### src/design/fifo_queue_with_key_search_macros.svh
// assertion macros for the queue with key search
// used by the datapath, no other dependencies
`ifndef FIFO_QUEUE_WITH_KEY_SEARCH_MACROS_SVH
`define FIFO_QUEUE_WITH_KEY_SEARCH_MACROS_SVH

// same-cycle implication under asynchronous active-low reset
`define FQKS_ASSERT_NOW(label, clk, rst_n, ante, cons) \
	label: assert property (@(posedge clk) disable iff (!rst_n) (ante) |-> (cons)) \
		else $error("fqks assertion failed");

// next-cycle implication under asynchronous active-low reset
`define FQKS_ASSERT_NEXT(label, clk, rst_n, ante, cons) \
	label: assert property (@(posedge clk) disable iff (!rst_n) (ante) |=> (cons)) \
		else $error("fqks assertion failed");

`endif

### src/design/fqks_pkg.sv
// shared types and constants for the queue with key search
// no dependencies
package fqks_pkg;

	localparam int QUEUE_DEPTH_DEFAULT = 16;

	typedef enum logic [1:0] {
		ACT_ENQUEUE = 2'd0,
		ACT_DEQUEUE = 2'd1,
		ACT_UPDATE  = 2'd2,
		ACT_SEARCH  = 2'd3
	} action_t;

	typedef enum logic [1:0] {
		STS_OK        = 2'd0,
		STS_EMPTY     = 2'd1,
		STS_NOT_FOUND = 2'd2,
		STS_FULL      = 2'd3
	} status_t;

	typedef struct packed {
		action_t            action;
		logic signed [31:0] key;
		logic signed [31:0] new_value;
	} req_t;

	typedef struct packed {
		status_t            status;
		logic signed [31:0] value_out;
		logic [4:0]         entry_count;
	} rsp_t;

	typedef enum logic [2:0] {
		ST_IDLE,
		ST_DISPATCH,
		ST_DEQ,
		ST_SCAN,
		ST_RESP
	} state_t;

	// controller to datapath
	typedef struct packed {
		logic    accept;
		logic    enq;
		logic    deq_rd;
		logic    deq_done;
		logic    scan_start;
		logic    scan;
		logic    upd_wr;
		logic    set_res;
		status_t res_status;
		logic    res_rd;
		logic    load_out;
	} cmd_t;

	// datapath to controller
	typedef struct packed {
		action_t action;
		logic    full;
		logic    empty;
		logic    rd_vld;
		logic    rd_last;
		logic    match;
		logic    out_free;
	} sts_t;

endpackage

### src/design/fqks_ctrl.sv
// controller state machine for the queue with key search
// depends on fqks_pkg
module fqks_ctrl (
	input  logic           clk,
	input  logic           arst_n,
	input  logic           req_valid,
	output logic           req_stall,
	input  fqks_pkg::sts_t sts,
	output fqks_pkg::cmd_t cmd
);

	fqks_pkg::state_t state_q;
	fqks_pkg::state_t state_d;

	always_ff @(posedge clk or negedge arst_n) begin
		if (!arst_n) begin
			state_q <= fqks_pkg::ST_IDLE;
		end else begin
			state_q <= state_d;
		end
	end

	// next state
	always_comb begin
		state_d = state_q;
		unique case (state_q)
			fqks_pkg::ST_IDLE: begin
				if (req_valid) begin
					state_d = fqks_pkg::ST_DISPATCH;
				end
			end
			fqks_pkg::ST_DISPATCH: begin
				priority if (sts.action == fqks_pkg::ACT_ENQUEUE || sts.empty) begin
					state_d = fqks_pkg::ST_RESP;
				end else if (sts.action == fqks_pkg::ACT_DEQUEUE) begin
					state_d = fqks_pkg::ST_DEQ;
				end else begin
					state_d = fqks_pkg::ST_SCAN;
				end
			end
			fqks_pkg::ST_DEQ: begin
				if (sts.rd_vld) begin
					state_d = fqks_pkg::ST_RESP;
				end
			end
			fqks_pkg::ST_SCAN: begin
				if (sts.rd_vld && (sts.match || sts.rd_last)) begin
					state_d = fqks_pkg::ST_RESP;
				end
			end
			fqks_pkg::ST_RESP: begin
				if (sts.out_free) begin
					state_d = fqks_pkg::ST_IDLE;
				end
			end
			default: state_d = fqks_pkg::ST_IDLE;
		endcase
	end

	// outputs
	always_comb begin
		cmd = '0;
		cmd.res_status = fqks_pkg::STS_OK;
		req_stall = (state_q != fqks_pkg::ST_IDLE);
		unique case (state_q)
			fqks_pkg::ST_IDLE: begin
				cmd.accept = req_valid;
			end
			fqks_pkg::ST_DISPATCH: begin
				priority if (sts.action == fqks_pkg::ACT_ENQUEUE) begin
					cmd.set_res = 1'b1;
					if (sts.full) begin
						cmd.res_status = fqks_pkg::STS_FULL;
					end else begin
						cmd.enq = 1'b1;
					end
				end else if (sts.empty) begin
					cmd.set_res    = 1'b1;
					cmd.res_status = fqks_pkg::STS_EMPTY;
				end else if (sts.action == fqks_pkg::ACT_DEQUEUE) begin
					cmd.deq_rd = 1'b1;
				end else begin
					cmd.scan_start = 1'b1;
				end
			end
			fqks_pkg::ST_DEQ: begin
				if (sts.rd_vld) begin
					cmd.deq_done = 1'b1;
					cmd.set_res  = 1'b1;
					cmd.res_rd   = 1'b1;
				end
			end
			fqks_pkg::ST_SCAN: begin
				priority if (sts.rd_vld && sts.match) begin
					cmd.set_res = 1'b1;
					cmd.res_rd  = 1'b1;
					cmd.upd_wr  = (sts.action == fqks_pkg::ACT_UPDATE);
				end else if (sts.rd_vld && sts.rd_last) begin
					cmd.set_res    = 1'b1;
					cmd.res_status = fqks_pkg::STS_NOT_FOUND;
				end else begin
					cmd.scan = 1'b1;
				end
			end
			fqks_pkg::ST_RESP: begin
				cmd.load_out = sts.out_free;
			end
			default: ;
		endcase
	end

endmodule

### src/design/fqks_dp.sv
// datapath for the queue with key search: entry memory, ring pointers,
// scan pointer, result and output registers; depends on fqks_pkg and the macros
`include "fifo_queue_with_key_search_macros.svh"

module fqks_dp #(
	parameter int QUEUE_DEPTH = fqks_pkg::QUEUE_DEPTH_DEFAULT
) (
	input  logic           clk,
	input  logic           arst_n,
	input  fqks_pkg::req_t req,
	input  fqks_pkg::cmd_t cmd,
	output fqks_pkg::sts_t sts,
	output logic           rsp_valid,
	input  logic           rsp_stall,
	output fqks_pkg::rsp_t rsp
);

	localparam int IW = (QUEUE_DEPTH > 1) ? $clog2(QUEUE_DEPTH) : 1;
	localparam int CW = $clog2(QUEUE_DEPTH + 1);

	function automatic logic [IW-1:0] ring_next(input logic [IW-1:0] idx);
		logic [IW-1:0] nxt;
		nxt = (idx == IW'(QUEUE_DEPTH - 1)) ? '0 : idx + 1'b1;
		return nxt;
	endfunction

	logic signed [31:0] mem [QUEUE_DEPTH];

	fqks_pkg::req_t     req_q;
	logic [IW-1:0]      head_q;
	logic [IW-1:0]      tail_q;
	logic [CW-1:0]      count_q;
	logic [IW-1:0]      pos_q;
	logic [CW-1:0]      issued_q;
	logic               rd_vld_q;
	logic               rd_last_q;
	logic signed [31:0] rdata_q;
	logic [IW-1:0]      rd_pos_q;
	fqks_pkg::status_t  res_status_q;
	logic signed [31:0] res_value_q;
	logic               rsp_valid_q;
	fqks_pkg::rsp_t     rsp_q;

	logic               full;
	logic               empty;
	logic               scan_issue;
	logic               scan_last;
	logic               rd_en;
	logic [IW-1:0]      raddr;
	logic               wr_en;
	logic [IW-1:0]      waddr;
	logic signed [31:0] wdata;
	logic [CW+4:0]      count_ext;

	assign full       = (count_q == CW'(QUEUE_DEPTH));
	assign empty      = (count_q == '0);
	assign scan_issue = cmd.scan && (issued_q != count_q);
	assign scan_last  = (issued_q == count_q - 1'b1);
	assign rd_en      = cmd.deq_rd || scan_issue;
	assign raddr      = cmd.deq_rd ? head_q : pos_q;
	assign wr_en      = cmd.enq || cmd.upd_wr;
	assign waddr      = cmd.enq ? tail_q : rd_pos_q;
	assign wdata      = cmd.enq ? req_q.key : req_q.new_value;
	assign count_ext  = {5'b0, count_q};

	// entry memory, one write and one registered read port
	always_ff @(posedge clk) begin
		if (wr_en) begin
			mem[waddr] <= wdata;
		end
		if (rd_en) begin
			rdata_q  <= mem[raddr];
			rd_pos_q <= raddr;
		end
	end

	always_ff @(posedge clk or negedge arst_n) begin
		if (!arst_n) begin
			head_q      <= '0;
			tail_q      <= '0;
			count_q     <= '0;
			rd_vld_q    <= 1'b0;
			rd_last_q   <= 1'b0;
			rsp_valid_q <= 1'b0;
		end else begin
			rd_vld_q <= rd_en;
			if (rd_en) begin
				rd_last_q <= cmd.deq_rd || scan_last;
			end
			if (cmd.enq) begin
				tail_q  <= ring_next(tail_q);
				count_q <= count_q + 1'b1;
			end
			if (cmd.deq_done) begin
				head_q  <= ring_next(head_q);
				count_q <= count_q - 1'b1;
			end
			if (cmd.load_out) begin
				rsp_valid_q <= 1'b1;
			end else if (!rsp_stall) begin
				rsp_valid_q <= 1'b0;
			end
		end
	end

	// request, scan position and result payload
	always_ff @(posedge clk) begin
		if (cmd.accept) begin
			req_q <= req;
		end
		if (cmd.scan_start) begin
			pos_q    <= head_q;
			issued_q <= '0;
		end else if (scan_issue) begin
			pos_q    <= ring_next(pos_q);
			issued_q <= issued_q + 1'b1;
		end
		if (cmd.set_res) begin
			res_status_q <= cmd.res_status;
			res_value_q  <= cmd.res_rd ? rdata_q : 32'sd0;
		end
		if (cmd.load_out) begin
			rsp_q.status      <= res_status_q;
			rsp_q.value_out   <= res_value_q;
			rsp_q.entry_count <= count_ext[4:0];
		end
	end

	always_comb begin
		sts.action   = req_q.action;
		sts.full     = full;
		sts.empty    = empty;
		sts.rd_vld   = rd_vld_q;
		sts.rd_last  = rd_last_q;
		sts.match    = (rdata_q == req_q.key);
		sts.out_free = !rsp_valid_q || !rsp_stall;
	end

	assign rsp_valid = rsp_valid_q;
	assign rsp       = rsp_q;

	`FQKS_ASSERT_NOW(a_count_bound, clk, arst_n, 1'b1, count_q <= CW'(QUEUE_DEPTH))
	`FQKS_ASSERT_NOW(a_ptr_meet, clk, arst_n, empty || full, head_q == tail_q)
	`FQKS_ASSERT_NOW(a_no_enq_full, clk, arst_n, cmd.enq, !full)
	`FQKS_ASSERT_NEXT(a_deq_read, clk, arst_n, cmd.deq_rd, rd_vld_q && rd_pos_q == $past(head_q))

endmodule

### src/design/fifo_queue_with_key_search.sv
// fifo_queue_with_key_search: ring-buffer queue of signed keys with search/update
// a request is registered on input transfer, then dispatched: enqueue, full or empty go
// straight to the result, dequeue reads the front entry, and search or update scans from
// the front, one entry read per cycle, until a hit or the rear; one request in flight, the
// next taken the cycle after its result loads; a stalled receiver holds the result back
// arst_n clears pointers, count and valids; entry memory is left undefined
module fifo_queue_with_key_search #(
	parameter int QUEUE_DEPTH = fqks_pkg::QUEUE_DEPTH_DEFAULT
) (
	input  logic           clk,
	input  logic           arst_n,
	input  logic           req_valid,
	output logic           req_stall,
	input  fqks_pkg::req_t req,
	output logic           rsp_valid,
	input  logic           rsp_stall,
	output fqks_pkg::rsp_t rsp
);

	// command and status buses between controller and datapath
	fqks_pkg::cmd_t cmd;
	fqks_pkg::sts_t sts;

	// controller: sequences dispatch, dequeue read, scan and result transfer
	fqks_ctrl u_ctrl (
		.clk       (clk),
		.arst_n    (arst_n),
		.req_valid (req_valid),
		.req_stall (req_stall),
		.sts       (sts),
		.cmd       (cmd)
	);

	// datapath: entry memory, head/tail/count, scan compare, output register
	fqks_dp #(
		.QUEUE_DEPTH (QUEUE_DEPTH)
	) u_dp (
		.clk       (clk),
		.arst_n    (arst_n),
		.req       (req),
		.cmd       (cmd),
		.sts       (sts),
		.rsp_valid (rsp_valid),
		.rsp_stall (rsp_stall),
		.rsp       (rsp)
	);

endmodule

### config.mk
export PLATFORM = sky130hd
export DESIGN_NAME = fifo_queue_with_key_search
export DESIGN_NICKNAME = d
export VERILOG_FILES = /design/src/design/fqks_pkg.sv /design/src/design/fqks_ctrl.sv /design/src/design/fqks_dp.sv /design/src/design/fifo_queue_with_key_search.sv
export VERILOG_INCLUDE_DIRS = /design/src /design/src/design
export SDC_FILE = /design/constraint.sdc
export NUM_CORES = 1
export LEC_CHECK = 0
export ABC_CLOCK_PERIOD_IN_PS = 4100
export BUFFER_PORTS_ARGS = -buffer_cell sky130_fd_sc_hd__buf_2
export CORE_MARGIN = 2
export CORE_UTILIZATION = 53
export CTS_CLUSTER_DIAMETER = 30
export DETAILED_ROUTE_END_ITERATION = 12
export GPL_TIMING_DRIVEN = 0
export PLACE_DENSITY_LB_ADDON = 0.1
export SLEW_MARGIN = 20
export SYNTH_ARGS = -nofsm -noshare
export SYNTH_HDL_FRONTEND = slang
export SYNTH_SLANG_ARGS = --single-unit
### constraint.sdc
create_clock -name clk -period 4.1 [get_ports clk]
set_input_delay 0.41 -clock clk [delete_from_list [all_inputs] [get_ports clk]]
set_output_delay 0.41 -clock clk [all_outputs]
set_load 0.005 [all_outputs]
After elaboration in Yosys (flattened, before gate mapping)
Memories as Yosys holds them, arrays and structs flattened. A register that Yosys moved wholly into a read port is not among the register bits.
Index checks and enable logic that the tools add are counted.
- input bits: 70
- bits in writable memories: 512
- output and inout bits: 41
- word-level logic and storage cells: 111
- register bits after elaboration: 171
- memories: 1
- mux-type cells: 49
- $add $sub $neg: 6
- eq/ne operators: 18
- reduce and logical (&&, ||, !) cells: 19
- memory list (memory ; depth ; bits a word ; rd ports ; clocked after memory_dff ; write ports ; RTL line ; source):
    u_dp.mem ; 16 ; 32 ; 1 ; 1 ; 1 ; fqks_dp.sv:27 ; logic signed [31:0] mem [QUEUE_DEPTH];
- operator list (kind ; number):
    $eq 32x32->1 ; 1
    $mux 32 ; 1
    $mux 4 ; 7
    $mux 3 ; 8
    $mux 1 ; 23
    $pmux 3 s5 ; 1
    $add 4x1->4 const B ; 3
    $eq 4x4->1 const B ; 3
    $add 5x1->5 const B ; 2
    $mux 5 ; 2
    $mux 2 ; 4
    $ne 2x1->1 const B ; 4
    $eq 3x2->1 const B ; 2
    $logic_or 1x1->1 ; 6
    $eq 5x5->1 ; 1
    $eq 5x5->1 const B ; 1
    $logic_not 5->1 ; 1
    $ne 5x5->1 ; 1
    $sub 5x1->5 const B ; 1
    $logic_and 1x1->1 ; 4
    $pmux 2 s2 ; 1
    $reduce_and 4->1 ; 1
    $reduce_bool 2->1 ; 2
    $eq 3x1->1 const B ; 1
    10 further kinds ; 11

Logic depth before layout (Yosys ltp)
Gate-level depths: netlist (run 1).
- depth after elaboration: 8
- gate-level depth with buffers: 13
- depth with buffers taken out: 10

By module
A second synthesis (run 1) with hierarchy kept.
- cell total of the unflattened synthesis: 1518
- area, all modules: 27597.7 µm²
- by module, submodules not included (module ; times used ; cells an instance ; area an instance (µm²) ; seq. area each (µm²)):
    fqks_dp ; 1 ; 1479 ; 27293.7 ; 21250.4
    fqks_ctrl ; 1 ; 39 ; 304.0 ; 75.1

Least setup slack after synthesis (run 1)
No wires, ideal clock.
- path type: flip-flop to flip-flop
- from: reg u_ctrl.state_q[1]
- to: mem u_dp.mem[10][0] (enable)
- path slack: 0.455 ns
- arrival time: 3.224 ns
- library setup time: 0.421 ns
- cell stages (with the launch flop): 10
- required time: 3.679 ns
- cells stage by stage: dfrtp_1 -> buf_2 -> or3b_1 -> buf_2 -> nor3_1 -> and2_1 -> clkbuf_1 -> a31o_2 -> o21ai_0 -> nor2_1
- longest elaborated chain between the ends: 5
- elaborated cells between the ends (all ways): 8
- those cells by class: eq/ne (2); mux (5); reduce/logical (1)
- RTL lines (what ; RTL line ; source):
    start, declared ; fqks_ctrl.sv:12 ; fqks_pkg::state_t state_q;
    start signal, assigned ; fqks_ctrl.sv:17 ; state_q <= fqks_pkg::ST_IDLE;
    start signal, assigned ; fqks_ctrl.sv:19 ; state_q <= state_d;
    $eq 3x1->1 / $eq 3x2->1 (equally long branches) ; fqks_ctrl.sv:65 ; unique case (state_q)
    $mux 2 ; fqks_ctrl.sv:65 ;
    $logic_or 1x1->1 ; fqks_dp.sv:61 ; assign wr_en = cmd.enq || cmd.upd_wr;
    $mux 1 ; fqks_dp.sv:68 ; if (wr_en) begin
    $mux 1 (implied by the code) ; fqks_dp.sv:69 ; mem[waddr] <= wdata;
    end, declared ; fqks_dp.sv:27 ;
Several ways; a longest one is shown, not always the timed one.

Final worst setup path (run 1)
- from: reg u_dp.count_q[0]
- to: reg u_dp.rdata_q[9] (read register of u_dp.mem) (data pin)
- longest elaborated chain between the ends: 5
- elaborated cells between the ends (all ways): 8
- those cells by class: eq/ne (1); mux (4); reduce/logical (3)
- RTL lines (what ; RTL line ; source):
    start, declared ; fqks_dp.sv:32 ; logic [CW-1:0] count_q;
    start signal, assigned ; fqks_dp.sv:92 ; count_q <= count_q + 1'b1;
    start signal, assigned ; fqks_dp.sv:96 ; count_q <= count_q - 1'b1;
    $logic_not 5->1 ; fqks_dp.sv:56 ; assign empty = (count_q == '0);
    $mux 1 ; fqks_ctrl.sv:77 ; end else if (sts.empty) begin
    $mux 1 ; fqks_ctrl.sv:70 ; priority if (sts.action == fqks_pkg::ACT_ENQUEUE) begin
    $mux 2 ; fqks_ctrl.sv:65 ;
    $mux 4 / $logic_or 1x1->1 (equally long branches) ; fqks_dp.sv:60, fqks_dp.sv:59 ;
    end, declared ; fqks_dp.sv:37 ; logic signed [31:0] rdata_q;
Several ways; a longest one is shown, not always the timed one.
A chain may end at the register's enable or synchronous reset.

==> impl_metrics.ini, run 1 <==
[floorplan]
rows = 84
pin_count = 111
dieArea_mm2 = 0.05543
die_w_um = 235.4
core_mm2 = 0.05276
die_y_um = 235.4
initial_core_util_pct = 53.80

[yosys]
syn_area_per_cell_um2 = 13.79
netlist_area_mm2 = 0.02839
yosysUniqueCellTypes = 58
synth-seq-area-share_pct = 75.12
yosysWarnings = 0
ys_ff_latch = 715
synthCells = 2058
async_flop_share_pct = 2.657
syn_nets = 2135
synth_edf_count = 691
yosys_most_used_dff = edfxtp_1

[clocking]
cts_tree = done
clk_pin_slew_worst_paths_ps = 50
cts_buffers = 139
htree_levels = 4
clock_sinks = 715
cts_max_path_buffers = 3
insertion_delay_ps = 720
ctsRootBufferMaster = clkbuf_16

[final_layout]
finish.utilization_pct = 68.67
drive_gt1_share_pct = 19.16
layout_commonest_cell = edfxtp_1
antenna_cells = 0
layout_common_cells = 691 x edfxtp_1, 463 x nand2_1, 146 x nand3_1
finalNonFillerCells = 3214
area.growth.synth_to_final_pct = 27.63
fin_nets = 2491

[drt]
wl_met3_um = 8805
remaining_drc_errors = 0
wirelength_um = 81850
dr.pass1.iters = 6
antenna_left = 0
avgViaCountPerCell = 5.985
routedWlPerCell_um = 25.47
drtIter0Drc = 2373
wl_met1_um = 32470
vias = 19240
met2_length_um = 38310
dr.max_layer_used = met4

[sta]
slew_headroom_pct = 30.25
fin_crit_sh_pct = 98.27
finalSetupViolations = 0
max_freq_mhz = 248.2
hold_viol = 0
drv_slew = 0
finalCriticalPeriod_ps = 4029
worst_pin_slew_ps = 1035
finClkSkew_ps = 28.33

[setup_path]
reg2reg_from = u_dp.count_q[0]$_DFFE_PN0P_
start_kind = register
crit_required_ps = 4520
rr_worst_depth = 13
r2r_setup_slack_ps = 70
path_delay_family = compound AO/OA/AOI/OAI gates
critPathKind = reg -> reg
path_buf_inv = 5
cp.arrival_ps = 4450
cp-end-kind = register
path_cells = inv_1, ha_1, nor4b_4, buf_4, buf_4, or4_1, and2_1, clkbuf_1, buf_2, o211ai_1, o21ai_0, a2111oi_1, o22ai_1
slowest_delay_ps = 590
slowest_stage = or4_1
reg2reg_to = u_dp.rdata_q[9]$_DFFE_PP_
cp_common_cell = buf_4
cp_max_fo = 10

[pwr]
p_leak_nw = 13.03
powerDensity_mw_per_mm2 = 731.4
total_power_w = 0.02650
worst_ir_drop_vdd_mv = 0.4926

[grt]
globalRouteOverflowTotal = 0
grt_pass1_vias = 19020
antenna_found_initial = 3
grt_pass1_wl_um = 119600
grt_max_degree = 41
track_usage_pct = 29.77

[placement]
portBuffers = 110
dpl.hpwl_um = 54000
place_congestion = 0.8670
dp_cells = 2884

[run]
maxCapViolations = 0

[outcome]
status = finished clean

[min_path]
min_path_type = in -> async
==> per-stage QoR <==
step	instance area [um^2]	setup WS, ps	hold slack (ps)	setup TNS [ps]
4_1_cts	36130	2.822	173.1	0
5_1_grt	36230	-7.091	212.5	-11.32
6_report	36230	71.01	184.1	0
3_3_place_gp	29800	-2060	396.2	-987580
2_1_floorplan	28390	455.0	114.4	0
3_5_place_dp	30620	-996.7	397.9	-49610
==> what timing repair did <==
action	in CTS	in global routing
resized for setup	56	48
endpoints found under the hold margin	86	0
endpoints found under the setup margin	279	137
hold buffers	68	0
setup buffers	8	2
pin swaps	5	6
==> flip-flops by register name, indices dropped and copies added (netlist names) <==
register and flops:
u_dp.res_value_q 32, u_dp.res_status_q 2, u_dp.rsp 39, u_dp.tail_q 4, u_dp.mem 512, u_dp.rd_vld_q 1
u_dp.rd_pos_q 4, u_ctrl.state_q 3, u_dp.rd_last_q 1, u_dp.rdata_q 32, u_dp.sts 2, u_dp.head_q 4
u_dp.pos_q 4, u_dp.rsp_valid 1, u_dp.count_q 5, u_dp.issued_q 5, u_dp.req_q 64
==> metal layers <==
| metal | GRT usage [%] | vias to the layer above |
|---|---|---|
| met5 | 0 | - |
| met4 | 10.56 | 0 |
| met3 | 7.024 | 167 |
| met2 | 46.82 | 1168 |
| met1 | 40.98 | 9453 |
| li1 | - | 8447 |
==> synthesized netlist by cell type (11+ instances only) <==
cell type | number | area (um^2)
mux2i_1 | 38 | 380.4
inv_1 | 11 | 41.29
a31oi_1 | 14 | 87.58
xor2_1 | 30 | 262.8
nand3_1 | 146 | 730.7
and2_1 | 49 | 306.5
nor2_1 | 45 | 168.9
dfrtp_1 | 19 | 475.5
o21ai_0 | 64 | 320.3
a21o_1 | 16 | 120.1
o22ai_1 | 35 | 219.0
xnor2_1 | 18 | 157.7
edfxtp_1 | 691 | 20750
nand2_1 | 466 | 1749
o21a_1 | 11 | 82.58
buf_2 | 31 | 155.2
a21oi_1 | 100 | 500.5
buf_1 | 13 | 48.80
o31ai_1 | 34 | 255.2
o211ai_1 | 21 | 157.7
nor3_1 | 11 | 55.05
clkbuf_1 | 69 | 259.0
==> worst register-to-register path, delay by kind of cell (launching register included) <==
kind | cells | cell delay (ps)
and+or+nand+nor | 3 | 930
adders and majority gates | 1 | 270
AOI/OAI and AO/OA | 4 | 1110
DFF | 1 | 450
buffers and inverters | 5 | 990
==> worst max-delay path by stage <==
stage / cells past startpoint / startpoint / end
final: 13 / u_dp.count_q[0]$_DFFE_PN0P_ / u_dp.rdata_q[9]$_DFFE_PP_
after floorplan: 9 / u_ctrl.state_q[1]$_DFFE_PN0P_ / u_dp.mem[10][0]$_DFFE_PP_
after detailed placement: 12 / u_dp.count_q[0]$_DFFE_PN0P_ / u_dp.rdata_q[20]$_DFFE_PP_
after global placement: 7 / u_dp.req_q[35]$_DFFE_PP_ / u_dp.mem[2][3]$_DFFE_PP_
after CTS: 11 / u_dp.count_q[0]$_DFFE_PN0P_ / u_dp.rdata_q[10]$_DFFE_PP_
after global routing: 10 / u_ctrl.state_q[1]$_DFFE_PN0P_ / u_dp.mem[0][9]$_DFFE_PP_
==> cell type report <==
cell class                      instances  area [um^2]
Inverter                               14        52.55
Timing Repair Buffer                  216         2009
Multi-Input combinational cell       1215         6795
Fill cell                            3540        16530
Tap cell                              688        860.8
Clock inverter                        100         1026
Clock buffer                          153         3605
Sequential cell                       715        21330
Buffer                                113        553.0
==> power breakdown <==
group	internal (W)	leakage, nW	switching (W)
Combinational	0.00162	4.23	0.00425
Clock	0.00728	2.24	0.00377
Sequential	0.00923	6.56	0.000340
Total	0.0181	13.0	0.00837
==> logic make-up after synthesis <==
family / after synthesis / synth area share, %
xor+xnor: 48 / 1.481
compound gates: 352 / 7.925
buf+inv: 128 / 1.842
simple gates: 770 / 11.98
flops: 715 / 75.12
mux: 38 / 1.340
fa+ha+maj: 7 / 0.3085
No activity file was read; power rests on OpenSTA's default activity.
==> run 2, diff against run 1 <==
--- a/config.mk
+++ b/config.mk
@@ -8,6 +8,7 @@
 export LEC_CHECK = 0
 export ABC_CLOCK_PERIOD_IN_PS = 4100
 export BUFFER_PORTS_ARGS = -buffer_cell sky130_fd_sc_hd__buf_2
+export CORE_ASPECT_RATIO = 1.75
 export CORE_MARGIN = 2
 export CORE_UTILIZATION = 53
 export CTS_CLUSTER_DIAMETER = 30
@@ -17,4 +18,5 @@
 export SLEW_MARGIN = 20
 export SYNTH_ARGS = -nofsm -noshare
 export SYNTH_HDL_FRONTEND = slang
+export SYNTH_HIERARCHICAL = 1
 export SYNTH_SLANG_ARGS = --single-unit
==> impl_metrics.ini, run 2 <==
[floorplan]
die_y_um = 305.9
core_mm2 = 0.05147
dieArea_mm2 = 0.05398
pin_count = 111
initial_core_util_pct = 53.61
rows = 110
die_w_um = 176.5

[pwr]
worst_ir_drop_vdd_mv = 0.4547
powerDensity_mw_per_mm2 = 704.1
p_leak_nw = 12.52

[sta]
worst_pin_slew_ps = 1053
hold_viol = 0
drv_slew = 0
finalSetupViolations = 0
finClkSkew_ps = 35.56
fin_crit_sh_pct = 98.66
max_freq_mhz = 247.2
hold_slack_ps = 194.6
finalCriticalPeriod_ps = 4045
setup_ws_ps = 54.89
slew_headroom_pct = 29.48
rsz0062_at_grt = no

[yosys]
synthCells = 1518
yosysMostFrequentCell = edfxtp_1
synth-seq-area-share_pct = 77.27
ys_top_cells_by_area = edfxtp_1 75%, mux2i_1 9.4%, o22ai_1 3.0%
ys_ff_latch = 715
synth_edf_count = 691
async_flop_share_pct = 2.657
netlist_top_cells_count = 691 x edfxtp_1, 258 x mux2i_1, 131 x o22ai_1, 38 x mux2_2, 36 x xor2_1
synth_top_area_share_pct = 75.19
syn_area_per_cell_um2 = 18.18
yosys_most_used_dff = edfxtp_1
netlist_area_mm2 = 0.02760
yosysUniqueCellTypes = 57
syn_nets = 1594
synth.largest_area_cell = edfxtp_1
yosysWarnings = 6

[drt]
drtIter0Drc = 1354
routedWlPerCell_um = 27.24
vias = 15510
remaining_drc_errors = 0
dr.pass1.iters = 5
avgViaCountPerCell = 5.910
antenna_left = 0
wirelength_um = 71490

[final_layout]
drive_gt1_share_pct = 25.42
fin_nets = 1940
num-fill-cells = 3368
area.growth.synth_to_final_pct = 25.91
layout_commonest_cell = edfxtp_1
largest_register = u_dp/mem
layout_common_cells = 691 x edfxtp_1, 257 x mux2i_1, 130 x o22ai_1
largest_reg_flops = 512

[placement]
dpl.hpwl_um = 46940
portBuffers = 110
dp_slack_ps = -676.4
place_congestion = 0.8015

[grt]
grt_max_degree = 27
globalRouteOverflowTotal = 0
track_usage_pct = 26.91
grt_pass1_vias = 16000
grt_pass1_wl_um = 103300
antenna_found_initial = 0

[setup_path]
critPathKind = reg -> reg
cp_max_fo = 13
crit_required_ps = 4450
start_kind = register
cp.arrival_ps = 4390
cp-end-kind = register

[min_path]
min_path_type = in -> reg

[clocking]
cts_tree = done
clock_sinks = 715
htree_levels = 3
insertion_delay_ps = 660
ctsRootBufferMaster = clkbuf_16
cts_buffers = 101
cts_max_path_buffers = 3
clk_pin_slew_worst_paths_ps = 60

[outcome]
status = finished clean

[run]
maxCapViolations = 0
run 2: cell count changes after synthesis, sizes merged, moves of 23 or more:
cell and change:
mux2 +39, o22ai +96, nand2 -446, a21oi -87, o31ai -33, nand3 -145
mux2i +220, o21ai -42, or4 +23, clkbuf -45
run 2: final cells by class:
type	count	area (um^2)	area share, %
Sequential cell	715	21330	61.37
Multi-Input combinational cell	717	6020	17.32
Clock buffer	111	2565	7.382
Timing Repair Buffer	243	2415	6.950
Clock inverter	79	1013	2.917
Tap cell	672	840.8	2.420
Buffer	75	524.3	1.509
Inverter	11	41.29	0.1188
Antenna cell	1	2.502	0.007202
run 2: cell families after synthesis:
group | count (synthesis) | share of synthesized area (%)
AOI/OAI and AO/OA | 185 | 4.157
xor gates and xnor gates | 48 | 1.523
adders and majority gates | 6 | 0.2720
buffers and inverters | 86 | 1.827
DFF | 715 | 77.27
muxes | 297 | 10.95
and+or+nand+nor | 181 | 3.999
run 2: routing by layer:
metal | part of all wire [%] | vias up | global-route usage [%] | wire length (um)
li1 | - | 6785 | - | -
met4 | 3.7 | 0 | 11.76 | 2669
met2 | 52 | 665 | 47.46 | 37490
met5 | 0 | - | 0 | 0
met1 | 38 | 7917 | 32.88 | 26990
met3 | 6.1 | 141 | 3.757 | 4339
run 2: worst max-delay path: stages (launching register included):
cell      delay, ps
edfxtp_1        470
xor2_1          280
nor4_2          470
nand4_1         320
nor2_2          370
inv_1            90
nor4_2          420
nand2_1         150
nor3b_1         210
a31oi_1         210
nor2_4          330
buf_16          200
buf_16          170
run 2: power breakdown:
group	internal (W)	switching, W	total, W
Combinational	0.00214	0.00360	0.00573
Sequential	0.00935	0.000421	0.00978
Clock	0.00541	0.00354	0.00896
run 2: per-stage QoR:
step	total power (W)	area [um^2]	util (%)	TNS, ps	cells
after global placement	0.01520	29010	56.36	-1649440	2300
after detailed placement	0.01547	30180	58.63	-144850	2346
after CTS	0.02455	34660	67.34	-70.11	2620
after floorplan	0.01324	27620	-	0	1518
after global routing	0.02528	34740	67.50	0	2623
final	0.02446	34750	67.50	0	2624
run 2: worst paths after layout:
path | startpoint | to | slack, ps | depth (start not counted)
worst max register to register | u_dp/req_q[57]$_DFFE_PP_ | u_dp/mem[11][8]$_DFFE_PP_ | 50 | 12
min in group asynchronous | arst_n | u_dp/rd_vld_q$_DFF_PN0_ | 250 | 2
worst max-delay path | u_dp/req_q[57]$_DFFE_PP_ | u_dp/mem[11][8]$_DFFE_PP_ | 50 | 12
worst min-delay path | req_valid | u_dp/req_q[33]$_DFFE_PP_ | 190 | 3
worst min register to register | u_dp/res_value_q[9]$_SDFFCE_PN0P_ | u_dp/rsp[14]$_DFFE_PP_ | 420 | 0
max in group asynchronous | arst_n | u_dp/count_q[1]$_DFFE_PN0P_ | 3510 | 2
run 2: what timing repair did:
action | 4_1_cts | 5_1_grt
endpoints found under the setup margin | 526 | 57
setup buffers | 16 | 3
gates resized for setup | 33 | 16
gates cloned | 0 | 0
hold buffers | 68 | 0
hold endpoints to repair | 86 | 0
pin swaps | 15 | 2
